==> config.mk <==
export PLATFORM = sky130hd
export DESIGN_NAME = oas_ctrl
export DESIGN_NICKNAME = d
export VERILOG_FILES = /design/src/rtl/oas_pkg.sv /design/src/rtl/oas_ctrl.sv
export SDC_FILE = /design/constraint.sdc
export NUM_CORES = 1
export LEC_CHECK = 0
export BUFFER_PORTS_ARGS = -buffer_cell sky130_fd_sc_hd__clkbuf_2
export CORE_MARGIN = 10
export CORE_UTILIZATION = 39
export CTS_CLUSTER_SIZE = 10
export DETAILED_ROUTE_END_ITERATION = 7
export PLACE_DENSITY = 0.74
export SLEW_MARGIN = 15
export SYNTH_ARGS = -nofsm -noshare
export SYNTH_HDL_FRONTEND = slang
export SYNTH_SLANG_ARGS = --single-unit
==> constraint.sdc <==
create_clock -name clk -period 1.4 [get_ports clk]
set_input_delay 0.28 -clock clk [delete_from_list [all_inputs] [get_ports clk]]
set_output_delay 0.28 -clock clk [all_outputs]
set_load 0.03 [all_outputs]
==> src/rtl/oas_pkg.sv <==
// Package for the overlap alignment scorer.
// Holds action codes, register indexes, controller states and the
// command and status structs shared by controller and datapath.
`timescale 1ns / 1ps
`default_nettype none
package oas_pkg;

	// Stored score width and internal calculation width
	localparam int SW = 14;
	localparam int CW = 16;
	localparam logic signed [CW-1:0] SCORE_MIN = -16'sd8192;
	localparam logic signed [CW-1:0] SCORE_MAX = 16'sd8191;

	// Input actions
	localparam logic [1:0] ACT_LOAD1   = 2'd0;
	localparam logic [1:0] ACT_LOAD2   = 2'd1;
	localparam logic [1:0] ACT_COMPUTE = 2'd2;
	localparam logic [1:0] ACT_CLEAR   = 2'd3;

	// Configuration register indexes
	localparam logic [1:0] CFG_MATCH   = 2'd0;
	localparam logic [1:0] CFG_REPLACE = 2'd1;
	localparam logic [1:0] CFG_INDEL   = 2'd2;

	typedef enum logic [4:0] {
		ST_IDLE,
		ST_ROW_RD,
		ST_CELL_RD,
		ST_CELL_WR,
		ST_SC_INIT,
		ST_SC_BEST,
		ST_COL_RD,
		ST_COL_CMP,
		ST_SROW_RD,
		ST_SROW_CMP,
		ST_TB_INIT,
		ST_TB_CHK,
		ST_TB_RH,
		ST_TB_RL,
		ST_TB_RU,
		ST_TB_STEP,
		ST_DONE,
		ST_DONE_ERR
	} oas_state_t;

	// Score matrix read address select
	typedef enum logic [2:0] {
		MA_UP,
		MA_END,
		MA_COLI,
		MA_ROWI,
		MA_HERE,
		MA_LEFT,
		MA_ABOVE
	} oas_maddr_t;

	typedef struct packed {
		logic       accept;
		logic       fill_init;
		logic       row_rd;
		logic       cell_rd;
		logic       cell_wr;
		logic       mre;
		oas_maddr_t msel;
		logic       best_init;
		logic       col_cmp;
		logic       srow_init;
		logic       row_cmp;
		logic       tb_init;
		logic       tb_here;
		logic       tb_left;
		logic       tb_step;
		logic       out_load;
		logic       out_empty;
	} oas_cmd_t;

	typedef struct packed {
		logic n_empty;
		logic c_last;
		logic r_last;
		logic col_last;
		logic row_last;
		logic tb_stop;
		logic out_free;
	} oas_status_t;

endpackage
`default_nettype wire

==> src/rtl/oas_ctrl.sv <==
// Controller state machine for the overlap alignment scorer.
// Depends on oas_pkg; drives the datapath by command struct.
`timescale 1ns / 1ps
`default_nettype none
module oas_ctrl (
	input  wire logic                clk,
	input  wire logic                arst_n,
	input  wire logic                in_valid,
	output logic                     in_ready,
	input  wire logic [1:0]          action,
	input  wire oas_pkg::oas_status_t sts,
	output oas_pkg::oas_cmd_t        cmd
);
	import oas_pkg::*;

	oas_state_t state_q, state_d;
	logic accept;

	assign in_ready = (state_q == ST_IDLE);
	assign accept = in_valid && in_ready;

	// Hold state
	always_ff @(posedge clk or negedge arst_n) begin
		if (!arst_n) begin
			state_q <= ST_IDLE;
		end else begin
			state_q <= state_d;
		end
	end

	// Next state
	always_comb begin
		state_d = state_q;
		unique case (state_q)
			ST_IDLE: begin
				if (accept && action == ACT_COMPUTE) begin
					state_d = sts.n_empty ? ST_DONE_ERR : ST_ROW_RD;
				end
			end
			ST_ROW_RD:  state_d = ST_CELL_RD;
			ST_CELL_RD: state_d = ST_CELL_WR;
			ST_CELL_WR: begin
				if (!sts.c_last) begin
					state_d = ST_CELL_RD;
				end else if (sts.r_last) begin
					state_d = ST_SC_INIT;
				end else begin
					state_d = ST_ROW_RD;
				end
			end
			ST_SC_INIT: state_d = ST_SC_BEST;
			ST_SC_BEST: state_d = ST_COL_RD;
			ST_COL_RD:  state_d = ST_COL_CMP;
			ST_COL_CMP: state_d = sts.col_last ? ST_SROW_RD : ST_COL_RD;
			ST_SROW_RD: state_d = ST_SROW_CMP;
			ST_SROW_CMP: state_d = sts.row_last ? ST_TB_INIT : ST_SROW_RD;
			ST_TB_INIT: state_d = ST_TB_CHK;
			ST_TB_CHK:  state_d = sts.tb_stop ? ST_DONE : ST_TB_RH;
			ST_TB_RH:   state_d = ST_TB_RL;
			ST_TB_RL:   state_d = ST_TB_RU;
			ST_TB_RU:   state_d = ST_TB_STEP;
			ST_TB_STEP: state_d = ST_TB_CHK;
			ST_DONE, ST_DONE_ERR: begin
				if (sts.out_free) begin
					state_d = ST_IDLE;
				end
			end
			default: state_d = ST_IDLE;
		endcase
	end

	// Commands
	always_comb begin
		cmd = '0;
		cmd.msel = MA_UP;
		cmd.accept = accept;
		unique case (state_q)
			ST_IDLE:    cmd.fill_init = accept && action == ACT_COMPUTE;
			ST_ROW_RD:  cmd.row_rd = 1'b1;
			ST_CELL_RD: begin
				cmd.cell_rd = 1'b1;
				cmd.mre = 1'b1;
				cmd.msel = MA_UP;
			end
			ST_CELL_WR: cmd.cell_wr = 1'b1;
			ST_SC_INIT: begin
				cmd.mre = 1'b1;
				cmd.msel = MA_END;
			end
			ST_SC_BEST: cmd.best_init = 1'b1;
			ST_COL_RD: begin
				cmd.mre = 1'b1;
				cmd.msel = MA_COLI;
			end
			ST_COL_CMP: begin
				cmd.col_cmp = 1'b1;
				cmd.srow_init = sts.col_last;
			end
			ST_SROW_RD: begin
				cmd.mre = 1'b1;
				cmd.msel = MA_ROWI;
			end
			ST_SROW_CMP: cmd.row_cmp = 1'b1;
			ST_TB_INIT:  cmd.tb_init = 1'b1;
			ST_TB_CHK:   cmd.tb_init = 1'b0;
			ST_TB_RH: begin
				cmd.mre = 1'b1;
				cmd.msel = MA_HERE;
			end
			ST_TB_RL: begin
				cmd.tb_here = 1'b1;
				cmd.mre = 1'b1;
				cmd.msel = MA_LEFT;
			end
			ST_TB_RU: begin
				cmd.tb_left = 1'b1;
				cmd.mre = 1'b1;
				cmd.msel = MA_ABOVE;
			end
			ST_TB_STEP: cmd.tb_step = 1'b1;
			ST_DONE:    cmd.out_load = sts.out_free;
			ST_DONE_ERR: begin
				cmd.out_load = sts.out_free;
				cmd.out_empty = 1'b1;
			end
			default: cmd.out_empty = 1'b0;
		endcase
	end
endmodule
`default_nettype wire

==> metrics.md, run 1 <==
| Metric | Value |
|---|---|
| Port Buffer Count | 31 |
| CTS Buf Count | 3 |
| Stage reached | 4_1_cts |
| # rows | 14 |
| Ys Warns | 0 |
| Sinks on Clock Net | 5 |
| Tool Error | [ERROR DPL-0033] detailed placement checks failed during check placement. |
| Synth unique cells | 43 |
| Clock Root Buffer | clkbuf_4 |
| PostCTS Resize Cnt | 79 |
| CTS H-tree depth | 1 |
| Status | did not finish |
| Post CTS Setup Buffer Count | 20 |
| Async set-reset flop share out of synthesis | 1.00 |
| Mapped Cells | 79 |
| Ports | 32 |
| Synthesized area | 608 sq um |
| Dpl hpwl | 1810 um |
| Die Wd | 59.5 um |
| Maximum clock path buffer count | 2 |
| Hold-fix buffers, CTS | 1 |
| Post-synth EDFFs | 0 |
| Dpl cells | 141 |
| Mean Syn Cell Area | 7.70 sq um |
| Post-synth net total | 91 |
| Pre-CTS setup slack | -0.209 ns |
| Initial Util | 0.408 |
| Die H | 59.5 um |
| FF+latch count, synth | 5 |
| Sequential share of the synthesized area | 0.206 |
| Synth Flop Type | dfrtp_1 |
| Placer Congestion | 0.831 |
[Yosys cell counts, drive strengths merged (2+ instances only)]
cell	instances	area (sq um)
dfrtp	5	125
o211ai	2	15.0
clkbuf	2	11.3
nand2	8	32.5
nor2	13	58.8
buf	6	53.8
a21oi	3	15.0
nor4	2	27.5
nor3	8	40.0
and2	4	27.5
nand2b	2	15.0
inv	3	11.3
[cell families after synthesis]
family                 synth area share
flip-flops                        0.206
AND/OR/NAND/NOR                   0.451
multiplexers                     0.0165
AO/OA/AOI/OAI                     0.187
buffers and inverters             0.125
XOR/XNOR                         0.0144
[metrics by stage]
| stage | instance area [sq um] | hold WS [ns] |
|---|---|---|
| detailed placement | 983 | 0.0980 |
| global placement | 983 | 0.0950 |
| floorplan | 681 | -0.0156 |
==> run 2: changes to the inputs <==
- CORE_AREA: not set -> 10 10 71 73
- CORE_MARGIN: 10 -> not set
- CORE_UTILIZATION: 39 -> not set
- CTS_CLUSTER_SIZE: 10 -> not set
- DIE_AREA: not set -> 0 0 81 83
- PLACE_DENSITY: 0.74 -> not set
- PLACE_DENSITY_LB_ADDON: not set -> 0.15
- clock period: 1.4 -> 1.8 ns (I/O delays scaled with it)
==> run 2 against run 1 <==
Compared with the run above: the flow now finishes, with violations (setup timing); area after synthesis unchanged; synthesized cell count is the same.
==> metrics.md, run 2 <==
| Metric | Value |
|---|---|
| FF+latch count, synth | 5 (unchanged) |
| Vias in the first global route | 854 |
| Area grow syn2layout | 82.5% |
| Clock Root Buffer | clkbuf_8 (was clkbuf_4) |
| Top Family by Delay on Critical Path | simple AND/OR/NAND/NOR gates |
| Share of cells above drive strength 1 | 0.603 |
| CP startpoint | state_q[4]$_DFFE_PN0P_ |
| Pin count of the biggest net entering global routing | 10 |
| Die Area | 6720 sq um |
| Power Dens Cells | 1920 nW/um^2 |
| Vias post-DR | 739 |
| CTS tree | done |
| Critical-path top delay cell | dfrtp_2 |
| Synth Area in Simple Gates | 0.451 (unchanged) |
| CP cell instances | or2_4 -> nor4_4 -> and2_1 -> clkbuf_8 |
| CP required | 1.44 ns |
| Die Wd | 81 um (was 59.5 um) |
| Initial Util | 0.167 (was 0.408) |
| Violated checks | setup timing |
| Commonest non-fill, non-tap cell in the layout | buf_4 |
| Worst hold slack | 0.378 ns |
| Ys Warns | 0 (unchanged) |
| Post-synth EDFFs | 0 (unchanged) |
| RSZ-0062 raised after global routing | true |
| Max Slew Vio Count | 0 |
| CP Class | reg -> out |
| Final cycle utilization of the critical path | 1.02 |
| Launch point of the worst hold path | sts[4] |
| Max reg flops | 5 |
| Final Setup Violations | 4 |
| Worst-Margin Slew | 0.349 ns |
| Synthesized area | 608 sq um (unchanged) |
| Final worst setup slack | -0.0281 ns |
| Biggest register | state_q |
| Top cells by area, synth | dfrtp_1, nor2_1, nor3_1 (unchanged) |
| CTS H-tree depth | 1 (unchanged) |
| Mean Syn Cell Area | 7.70 sq um (unchanged) |
| Clk_lat worst skew | 0.22 ns |
| Worst slew margin | 0.764 |
| Ports | 32 (unchanged) |
| Leakage power total | 0.489 nW |
| CTS Buf Count | 3 (unchanged) |
| Dominant cell by count in the synthesized netlist | nor2_1 (unchanged) |
| Post-synth net total | 91 (unchanged) |
| Critical Path Start Type | flop |
| Max Clk Rate | 547 MHz |
| Sequential share of the synthesized area | 0.206 (unchanged) |
| Grt ovf | 0 |
| Worst path max stage delay | 0.43 ns |
| Max Cap Viol | 0 |
| Post-DRT Antenna Nets | 0 |
| Top flop regs | state_q (5) |
| Initial antenna violation count | 0 |
| CP Buf/Inv Count | 1 |
| Final Skew | 0.00343 ns |
| Worst VDD drop | 0.668 mV |
| Dpl hpwl | 1960 um (was 1810 um) |
| Most frequent cells in the layout | buf_4, clkbuf_2, nor2_1, nand2_1, clkbuf_8 |
| Worst hold path class | in -> reg |
| Status | complete, but fails checks (was did not finish) |
| Reg2Reg Depth | 5 |
| Maximum clock path buffer count | 2 (unchanged) |
| Synth unique cells | 43 (unchanged) |
| Die H | 83 um (was 59.5 um) |
| Async set-reset flop share out of synthesis | 1.00 (unchanged) |
| Vias per inst | 4.25 |
| Total wire length | 2340 um |
| Routed len/inst | 13.5 um |
| Synth area leader | dfrtp_1 (unchanged) |
| Critical path capture point type | output port |
| CTS clock-pin slew for the worst setup and hold paths | 0.04 ns |
| Critical path fanouts, max | 7 |
| Global-route wire length before repair | 3950 um |
| Mux share of post-synthesis cell area | 0.0165 (unchanged) |
| Top-area cell type share of the netlist area | 0.206 (unchanged) |
| # rows | 22 (was 14) |
| N_diodes | 0 |
| Sinks on Clock Net | 5 (unchanged) |
| Post-synthesis adder-cell area fraction | 0 (unchanged) |
| Mapped Cells | 79 (unchanged) |
| Synth Area in Compound Gates | 0.187 (unchanged) |
| Post-Synth XOR/XNOR Area | 0.0144 (unchanged) |
| Final hold violations | 0 |
| Net count of the finished layout | 139 |
| Core area | 3630 sq um |
| Drt pass-1 iters | 4 |
| Post-synth top cells | nor2_1, nor3_1, nand2_1, dfrtp_1 (unchanged) |
| # fillers | 410 |
| Hold depth | 2 |
| R2R Setup Slk | 0.26 ns |
| Worst r2r src | state_q[2]$_DFFE_PN0P_ |
| Placer Congestion | 0.793 (was 0.831) |
| Port Buffer Count | 31 (unchanged) |
| Worst reg2reg endpoint | state_q[0]$_DFFE_PN0P_ |
| Arrival time at the worst endpoint | 1.47 ns |
| Hold Path Sink | state_q[0]$_DFFE_PN0P_ |
| DRC Markers | 0 |
| Min Tclk post-route | 1.83 ns |
| Pre-CTS setup slack | 0.0702 ns (was -0.209 ns) |
| Synth Flop Type | dfrtp_1 (unchanged) |
| Gr usage total | 0.0710 |
| Iteration-0 DRC Markers | 27 |
| Main combinational cell family by area after synthesis | simple AND/OR/NAND/NOR gates (unchanged) |
[run 2: cell counts after synthesis]
Identical to the previous run, type by type.
[run 2: power breakdown]
group	total [mW]	internal [mW]	switching (mW)
Clock	0.204	0.152	0.0522
Sequential	0.266	0.176	0.0901
Combinational	1.66	0.785	0.876
Total	2.13	1.11	1.02
[run 2: worst max path at each step]
stage,depth (start not counted),end
floorplan,4,cmd[17]
global placement,4,cmd[7]
detailed placement,4,cmd[7]
CTS,4,cmd[7]
global route,4,cmd[18]
finish,4,cmd[18]
[run 2: cell families after synthesis]
family | after synthesis
simple gates | 46
compound gates | 15
buf+inv | 11
flops | 5
xor+xnor | 1
mux | 1
[run 2: per-stage QoR]
step	instance area (sq um)	setup TNS, ns	power [mW]	cells	utilization
final	1110	-0.0885	2.13	174	0.305
after global routing	1110	-0.615	2.30	174	0.305
after CTS	1050	-0.311	2.04	172	0.290
after detailed placement	868	0	1.61	164	0.239
after global placement	868	0	1.61	164	0.239
after floorplan	617	-0.325	1.22	79	-
[run 2: per-layer routing]
metal	vias to the layer above	wire, um	GRT usage
li1	375	-	-
met1	334	1080	0.0866
met2	28	1050	0.112
met3	2	190	0.0259
met4	0	19	0.0203
met5	-	0	0
[run 2: worst register-to-register path, cell delays in order (launching register included)]
cell and delay, ns:
dfrtp_2 0.43, or4b_4 0.57, buf_4 0.16, nor2_1 0.10, o21ai_0 0.09, o211ai_1 0.09
[run 2: cell type report]
cell class	count	area, sq um	share of cell area
Timing Repair Buffer	51	408	0.368
Inverter	3	13.8	0.0124
Multi-Input combinational cell	63	452	0.407
Sequential cell	5	131	0.118
Tap cell	48	60.1	0.0541
Clock buffer	4	45.0	0.0406
[run 2: what timing repair did]
item | 4_1_cts | 5_1_grt
pin swaps | 4 | 3
hold buffers | 1 | 0
gates resized for setup | 28 | 29
setup endpoints to repair | 16 | 18
endpoints found under the hold margin | 5 | 0
buffers inserted | 3 | 2
Note: power is estimated with default switching activity, not from simulation.
==> run 3: changes to the inputs <==
- CELL_PAD_IN_SITES_DETAIL_PLACEMENT: not set -> 0
- CELL_PAD_IN_SITES_GLOBAL_PLACEMENT: not set -> 1
- GPL_TIMING_DRIVEN: not set -> 0
==> run 3 against run 2 <==
Compared with the run above: the run still ends with setup timing left; sequential share of layout area fell by 0.87 points; maximum frequency fell by 1.6%; cell count rose by 3.4%; utilization rose by 2.1 points; global-route usage rose by 0.30 points; non-clock buffer count rose by 6; clock power barely moved; register-to-register slack got worse by 0.05 ns.
==> metrics.md, run 3 (synthesis gave the netlist of run 2 again) <==
| Metric | Value |
|---|---|
| DRC Markers | 0 (unchanged) |
| Sinks on Clock Net | 5 (unchanged) |
| Worst-Margin Slew | 0.460 ns (was 0.349 ns) |
| Drt pass-1 iters | 4 (unchanged) |
| Die Wd | 81 um (unchanged) |
| Worst hold slack | 0.368 ns (was 0.378 ns) |
| CP cell instances | buf_6 -> or3b_4 -> nor2_4 -> and2_4 -> buf_8 (was or2_4 -> nor4_4 -> and2_1 -> clkbuf_8) |
| Final Setup Violations | 4 (unchanged) |
| Ports | 32 (unchanged) |
| Clock Root Buffer | clkbuf_8 (unchanged) |
| Critical Path Start Type | flop (unchanged) |
| Gr usage total | 0.0740 (was 0.0710) |
| Maximum clock path buffer count | 2 (unchanged) |
| Final worst setup slack | -0.0582 ns (was -0.0281 ns) |
| N_diodes | 0 (unchanged) |
| Worst VDD drop | 0.564 mV (was 0.668 mV) |
| Critical path capture point type | output port (unchanged) |
| Min Tclk post-route | 1.86 ns (was 1.83 ns) |
| Critical-path top delay cell | or3b_4 (was dfrtp_2) |
| Vias in the first global route | 848 (was 854) |
| Area grow syn2layout | 95.1% (was 82.5%) |
| Final Skew | 0.00307 ns (was 0.00343 ns) |
| # fillers | 424 (was 410) |
| Pre-CTS setup slack | -0.0282 ns (was 0.0702 ns) |
| Biggest register | state_q (unchanged) |
| RSZ-0062 raised after global routing | true (unchanged) |
| Final cycle utilization of the critical path | 1.03 (was 1.02) |
| Total wire length | 2480 um (was 2340 um) |
| CTS tree | done (unchanged) |
| Worst path max stage delay | 0.41 ns (was 0.43 ns) |
| Commonest non-fill, non-tap cell in the layout | buf_4 (unchanged) |
| Post-route cell area | 1190 sq um (was 1110 sq um) |
| Routed len/inst | 13.8 um (was 13.5 um) |
| Max Cap Viol | 0 (unchanged) |
| Port Buffer Count | 31 (unchanged) |
| Die H | 83 um (unchanged) |
| Pin count of the biggest net entering global routing | 11 (was 10) |
| Placer Congestion | 0.735 (was 0.793) |
| Clk_lat worst skew | 0.22 ns (about the same) |
| Initial Util | 0.167 (unchanged) |
| Post-Place Cell Area | 832 sq um (was 868 sq um) |
| Top flop regs | state_q (5) (unchanged) |
| Max reg flops | 5 (unchanged) |
| Worst slew margin | 0.690 (was 0.764) |
| Post-DRT Antenna Nets | 0 (unchanged) |
| CTS H-tree depth | 1 (unchanged) |
| Status | complete, but fails checks (unchanged) |
| Core area | 3630 sq um (unchanged) |
| Power Dens Cells | 1910 nW/um^2 (was 1920 nW/um^2) |
| CP Class | reg -> out (unchanged) |
| Final hold violations | 0 (unchanged) |
| Initial antenna violation count | 0 (unchanged) |
| Die Area | 6720 sq um (unchanged) |
| CTS Buf Count | 3 (unchanged) |
| Leakage power total | 0.523 nW (was 0.489 nW) |
| # rows | 22 (unchanged) |
| Dpl hpwl | 1910 um (was 1960 um) |
| Arrival time at the worst endpoint | 1.50 ns (was 1.47 ns) |
| Grt ovf | 0 (unchanged) |
| CTS clock-pin slew for the worst setup and hold paths | 0.04 ns (about the same) |
| Max Slew Vio Count | 0 (unchanged) |
| Net count of the finished layout | 145 (was 139) |
| Vias per inst | 4.33 (was 4.25) |
| Violated checks | setup timing (unchanged) |
| Share of cells above drive strength 1 | 0.652 (was 0.603) |
| Vias post-DR | 779 (was 739) |
| Global-route wire length before repair | 4060 um (was 3950 um) |
| Max Clk Rate | 538 MHz (was 547 MHz) |
| Worst hold path class | in -> reg (unchanged) |
| Critical path fanouts, max | 5 (was 7) |
| Iteration-0 DRC Markers | 21 (was 27) |
| Most frequent cells in the layout | buf_4, clkbuf_2, nand2_1 (was buf_4, clkbuf_2, nor2_1, nand2_1, clkbuf_8) |
| CP required | 1.44 ns (about the same) |
## run 3: final cells by class
| class | count | area [sq um] | area share |
|---|---|---|---|
| Buffer | 6 | 63.8 | 0.0538 |
| Clock buffer | 4 | 45.0 | 0.0380 |
| Inverter | 3 | 11.3 | 0.00949 |
| Multi-Input combinational cell | 63 | 475 | 0.401 |
| Sequential cell | 5 | 130 | 0.110 |
| Tap cell | 48 | 60.1 | 0.0506 |
| Timing Repair Buffer | 51 | 400 | 0.338 |
## run 3: routing by layer
metal,share of wire,track usage,wire (um)
met1,0.42,0.0896,1050
met2,0.50,0.118,1240
met3,0.063,0.0151,157
met4,0.015,0.0376,38
met5,0,0,0
## run 3: worst paths after layout
path	cells after the start	end	start	slack, ns
setup / recovery	5	cmd[7]	state_q[4]$_DFFE_PN0P_	-0.06
hold / removal	2	state_q[1]$_DFFE_PN0P_	sts[2]	0.37
setup reg to reg	5	state_q[0]$_DFFE_PN0P_	state_q[2]$_DFFE_PN0P_	0.21
hold reg to reg	3	state_q[4]$_DFFE_PN0P_	state_q[4]$_DFFE_PN0P_	0.68
max in group asynchronous	2	state_q[3]$_DFFE_PN0P_	arst_n	1.15
min in group asynchronous	2	state_q[1]$_DFFE_PN0P_	arst_n	0.49
## run 3: worst max-delay path, delay by kind of cell, from the launching register on
kind	cells	cell delay (ns)
and+or+nand+nor	3	0.66
DFF	1	0.37
buffers and inverters	2	0.25
## run 3: power by group
| part | leakage [nW] | switching, mW | internal [mW] | total, mW |
|---|---|---|---|---|
| clock network | 0.0228 | 0.0541 | 0.152 | 0.206 |
| registers | 0.0589 | 0.0780 | 0.174 | 0.252 |
| logic | 0.441 | 0.959 | 0.853 | 1.81 |
## run 3: per-stage QoR
step | total power [mW] | setup TNS (ns) | util | std cells
2_1_floorplan | 1.22 | -0.325 | - | 79
4_1_cts | 2.08 | -0.552 | 0.299 | 175
5_1_grt | 2.44 | -0.613 | 0.326 | 180
6_report | 2.27 | -0.150 | 0.326 | 180
3_5_place_dp | 1.55 | -0.0282 | 0.229 | 158
3_3_place_gp | 1.56 | -0.0171 | 0.229 | 158
## run 3: what timing repair did
action	in CTS	in global routing
endpoints found under the hold margin	5	0
hold buffers	1	0
endpoints found under the setup margin	17	18
pin swaps	9	5
setup buffers	13	6
cloned	0	0
gates resized for setup	33	35
==> run 4: changes to the inputs <==
- GPL_TIMING_DRIVEN: 0 -> not set
==> run 4 against run 3 <==
Compared with the run above: the run still ends with setup timing left; clock power about the same; setup slack better by 0.015 ns; die area unchanged; global-route usage down 0.34 points; count of clock-buffer cells in the layout unchanged; via count down 3.7%; critical path type unchanged; critical endpoint unchanged; largest power group unchanged.
==> metrics.md, run 4 (synthesis gave the netlist of run 2 again) <==
| Metric | Value |
|---|---|
| Hold Path Sink | state_q[0]$_DFFE_PN0P_ (was state_q[1]$_DFFE_PN0P_) |
| Max Cap Viol | 0 (unchanged) |
| Worst hold path class | in -> reg (unchanged) |
| Initial Util | 0.167 (unchanged) |
| CTS clock-pin slew for the worst setup and hold paths | 0.03 ns (was 0.04 ns) |
| Maximum clock path buffer count | 2 (unchanged) |
| CTS tree | done (unchanged) |
| Sinks on Clock Net | 5 (unchanged) |
| Fin util | 0.311 (was 0.326) |
| Max reg flops | 5 (unchanged) |
| Final cycle utilization of the critical path | 1.02 (was 1.03) |
| Initial antenna violation count | 0 (unchanged) |
| Final hold violations | 0 (unchanged) |
| DRC Markers | 0 (unchanged) |
| Gr usage total | 0.0706 (was 0.0740) |
| Max Clk Rate | 542 MHz (was 538 MHz) |
| Launch point of the worst hold path | sts[4] (was sts[2]) |
| Met2 Usage GRT | 0.125 (was 0.118) |
| Global-route wire length before repair | 3890 um (was 4060 um) |
| Biggest register | state_q (unchanged) |
| Die Area | 6720 sq um (unchanged) |
| Worst slew margin | 0.671 (was 0.690) |
| Dpl hpwl | 1990 um (was 1910 um) |
| Placer Congestion | 0.752 (was 0.735) |
| Violated checks | setup timing (unchanged) |
| Ports | 32 (unchanged) |
| RSZ-0062 raised after global routing | true (unchanged) |
| Die H | 83 um (unchanged) |
| CTS Buf Count | 3 (unchanged) |
| Final worst setup slack | -0.0433 ns (was -0.0582 ns) |
| Iteration-0 DRC Markers | 16 (was 21) |
| Critical path capture point type | output port (unchanged) |
| Port Buffer Count | 31 (unchanged) |
| Share of cells above drive strength 1 | 0.631 (was 0.652) |
| Met3 Usage GRT | 0.0129 (was 0.0151) |
| Routed len/inst | 13.4 um (was 13.8 um) |
| Max Slew Vio Count | 0 (unchanged) |
| Layer with the highest usage | met2 (unchanged) |
| Arrival time at the worst endpoint | 1.48 ns (was 1.50 ns) |
| CP required | 1.44 ns (about the same) |
| Layout Cells excl Fill | 178 (was 180) |
| Global Route met1 Usage | 0.0793 (was 0.0896) |
| Post-Place Cell Area | 861 sq um (was 832 sq um) |
| Total wire length | 2380 um (was 2480 um) |
| Clock Root Buffer | clkbuf_8 (unchanged) |
| Critical path fanouts, max | 7 (was 5) |
| Post-route cell area | 1130 sq um (was 1190 sq um) |
| Area grow syn2layout | 85.8% (was 95.1%) |
| Critical Path Start Type | flop (unchanged) |
| Dpl cells | 163 (was 158) |
| # rows | 22 (unchanged) |
| Hold depth | 2 (unchanged) |
| Clk_lat worst skew | 0.22 ns (about the same) |
| Net count of the finished layout | 143 (was 145) |
| CTS H-tree depth | 1 (unchanged) |
| Reg2Reg Depth | 5 (unchanged) |
| Total power draw | 2.17 mW (was 2.27 mW) |
| Most frequent cells in the layout | buf_4, clkbuf_2, nand2_1, nor2_1, clkbuf_8 (was buf_4, clkbuf_2, nand2_1) |
| Pin count of the biggest net entering global routing | 12 (was 11) |
| Final Setup Violations | 4 (unchanged) |
| Worst r2r src | state_q[3]$_DFFE_PN0P_ (was state_q[2]$_DFFE_PN0P_) |
| Final Skew | 0.000331 ns (was 0.00307 ns) |
| Post-DRT Antenna Nets | 0 (unchanged) |
| Worst reg2reg endpoint | state_q[0]$_DFFE_PN0P_ (unchanged) |
| Worst-Margin Slew | 0.486 ns (was 0.460 ns) |
| N_diodes | 0 (unchanged) |
| Worst VDD drop | 0.500 mV (was 0.564 mV) |
| Die Wd | 81 um (unchanged) |
| CP Class | reg -> out (unchanged) |
| Power Dens Cells | 1920 nW/um^2 (was 1910 nW/um^2) |
| Drt pass-1 iters | 4 (unchanged) |
| Vias per inst | 4.21 (was 4.33) |
| Vias in the first global route | 834 (was 848) |
| Top flop regs | state_q (5) (unchanged) |
| Core area | 3630 sq um (unchanged) |
| R2R Setup Slk | 0.26 ns (was 0.21 ns) |
| Pre-CTS setup slack | 0.0809 ns (was -0.0282 ns) |
| Leakage power total | 0.508 nW (was 0.523 nW) |
| Vias post-DR | 750 (was 779) |
| Commonest non-fill, non-tap cell in the layout | buf_4 (unchanged) |
| Status | complete, but fails checks (unchanged) |
| Grt ovf | 0 (unchanged) |
| Min Tclk post-route | 1.84 ns (was 1.86 ns) |
run 4: how the worst max path moves through the flow:
stage | from | slack [ns] | to | cells past startpoint
2_1_floorplan | state_q[4]$_DFFE_PN0P_ | -0.11 | cmd[17] | 4
3_3_place_gp | state_q[4]$_DFFE_PN0P_ | 0.11 | cmd[7] | 4
3_5_place_dp | state_q[4]$_DFFE_PN0P_ | 0.08 | cmd[7] | 4
4_1_cts | state_q[3]$_DFFE_PN0P_ | -0.05 | cmd[7] | 4
5_1_grt | state_q[2]$_DFFE_PN0P_ | -0.1 | cmd[18] | 4
6_report | state_q[4]$_DFFE_PN0P_ | -0.04 | cmd[7] | 4
run 4: routing by layer:
layer  wire length (um)  part of all wire
met1               1040              0.44
met2               1210              0.51
met3                115             0.048
met4                 19            0.0080
met5                  0                 0
run 4: critical path: stages (launching register included):
cell and delay, ns:
dfrtp_2 0.43, or3b_4 0.44, nor2_4 0.12, and2_4 0.15, buf_8 0.11
run 4: area by class of cell:
class | instances | area [sq um]
clock buffer | 4 | 45.0
tap | 48 | 60.1
multi-input combinational | 63 | 460
sequential | 5 | 130
fill | 447 | 2500
timing repair buffer | 55 | 420
inverter | 3 | 13.8
run 4: stage by stage:
stage | hold WS [ns] | setup TNS (ns)
2_1_floorplan | 0.0644 | -0.325
3_3_place_gp | 0.177 | 0
3_5_place_dp | 0.178 | 0
4_1_cts | 0.371 | -0.188
5_1_grt | 0.386 | -0.458
6_report | 0.369 | -0.0761
run 4: what timing repair did:
item                                   CTS  global route
resized for setup                       26            23
setup endpoints to repair               15            17
pin swaps                                5             6
endpoints found under the hold margin    5             0
buffers inserted                         4             6
hold buffers                             1             0
gates cloned                             0             0
run 4: report_power, final:
group          internal [mW]  leakage, nW  total [mW]  switching (mW)
registers              0.173       0.0585       0.251          0.0774
logic                  0.812        0.427        1.71           0.901
clock network          0.152       0.0228       0.204          0.0522
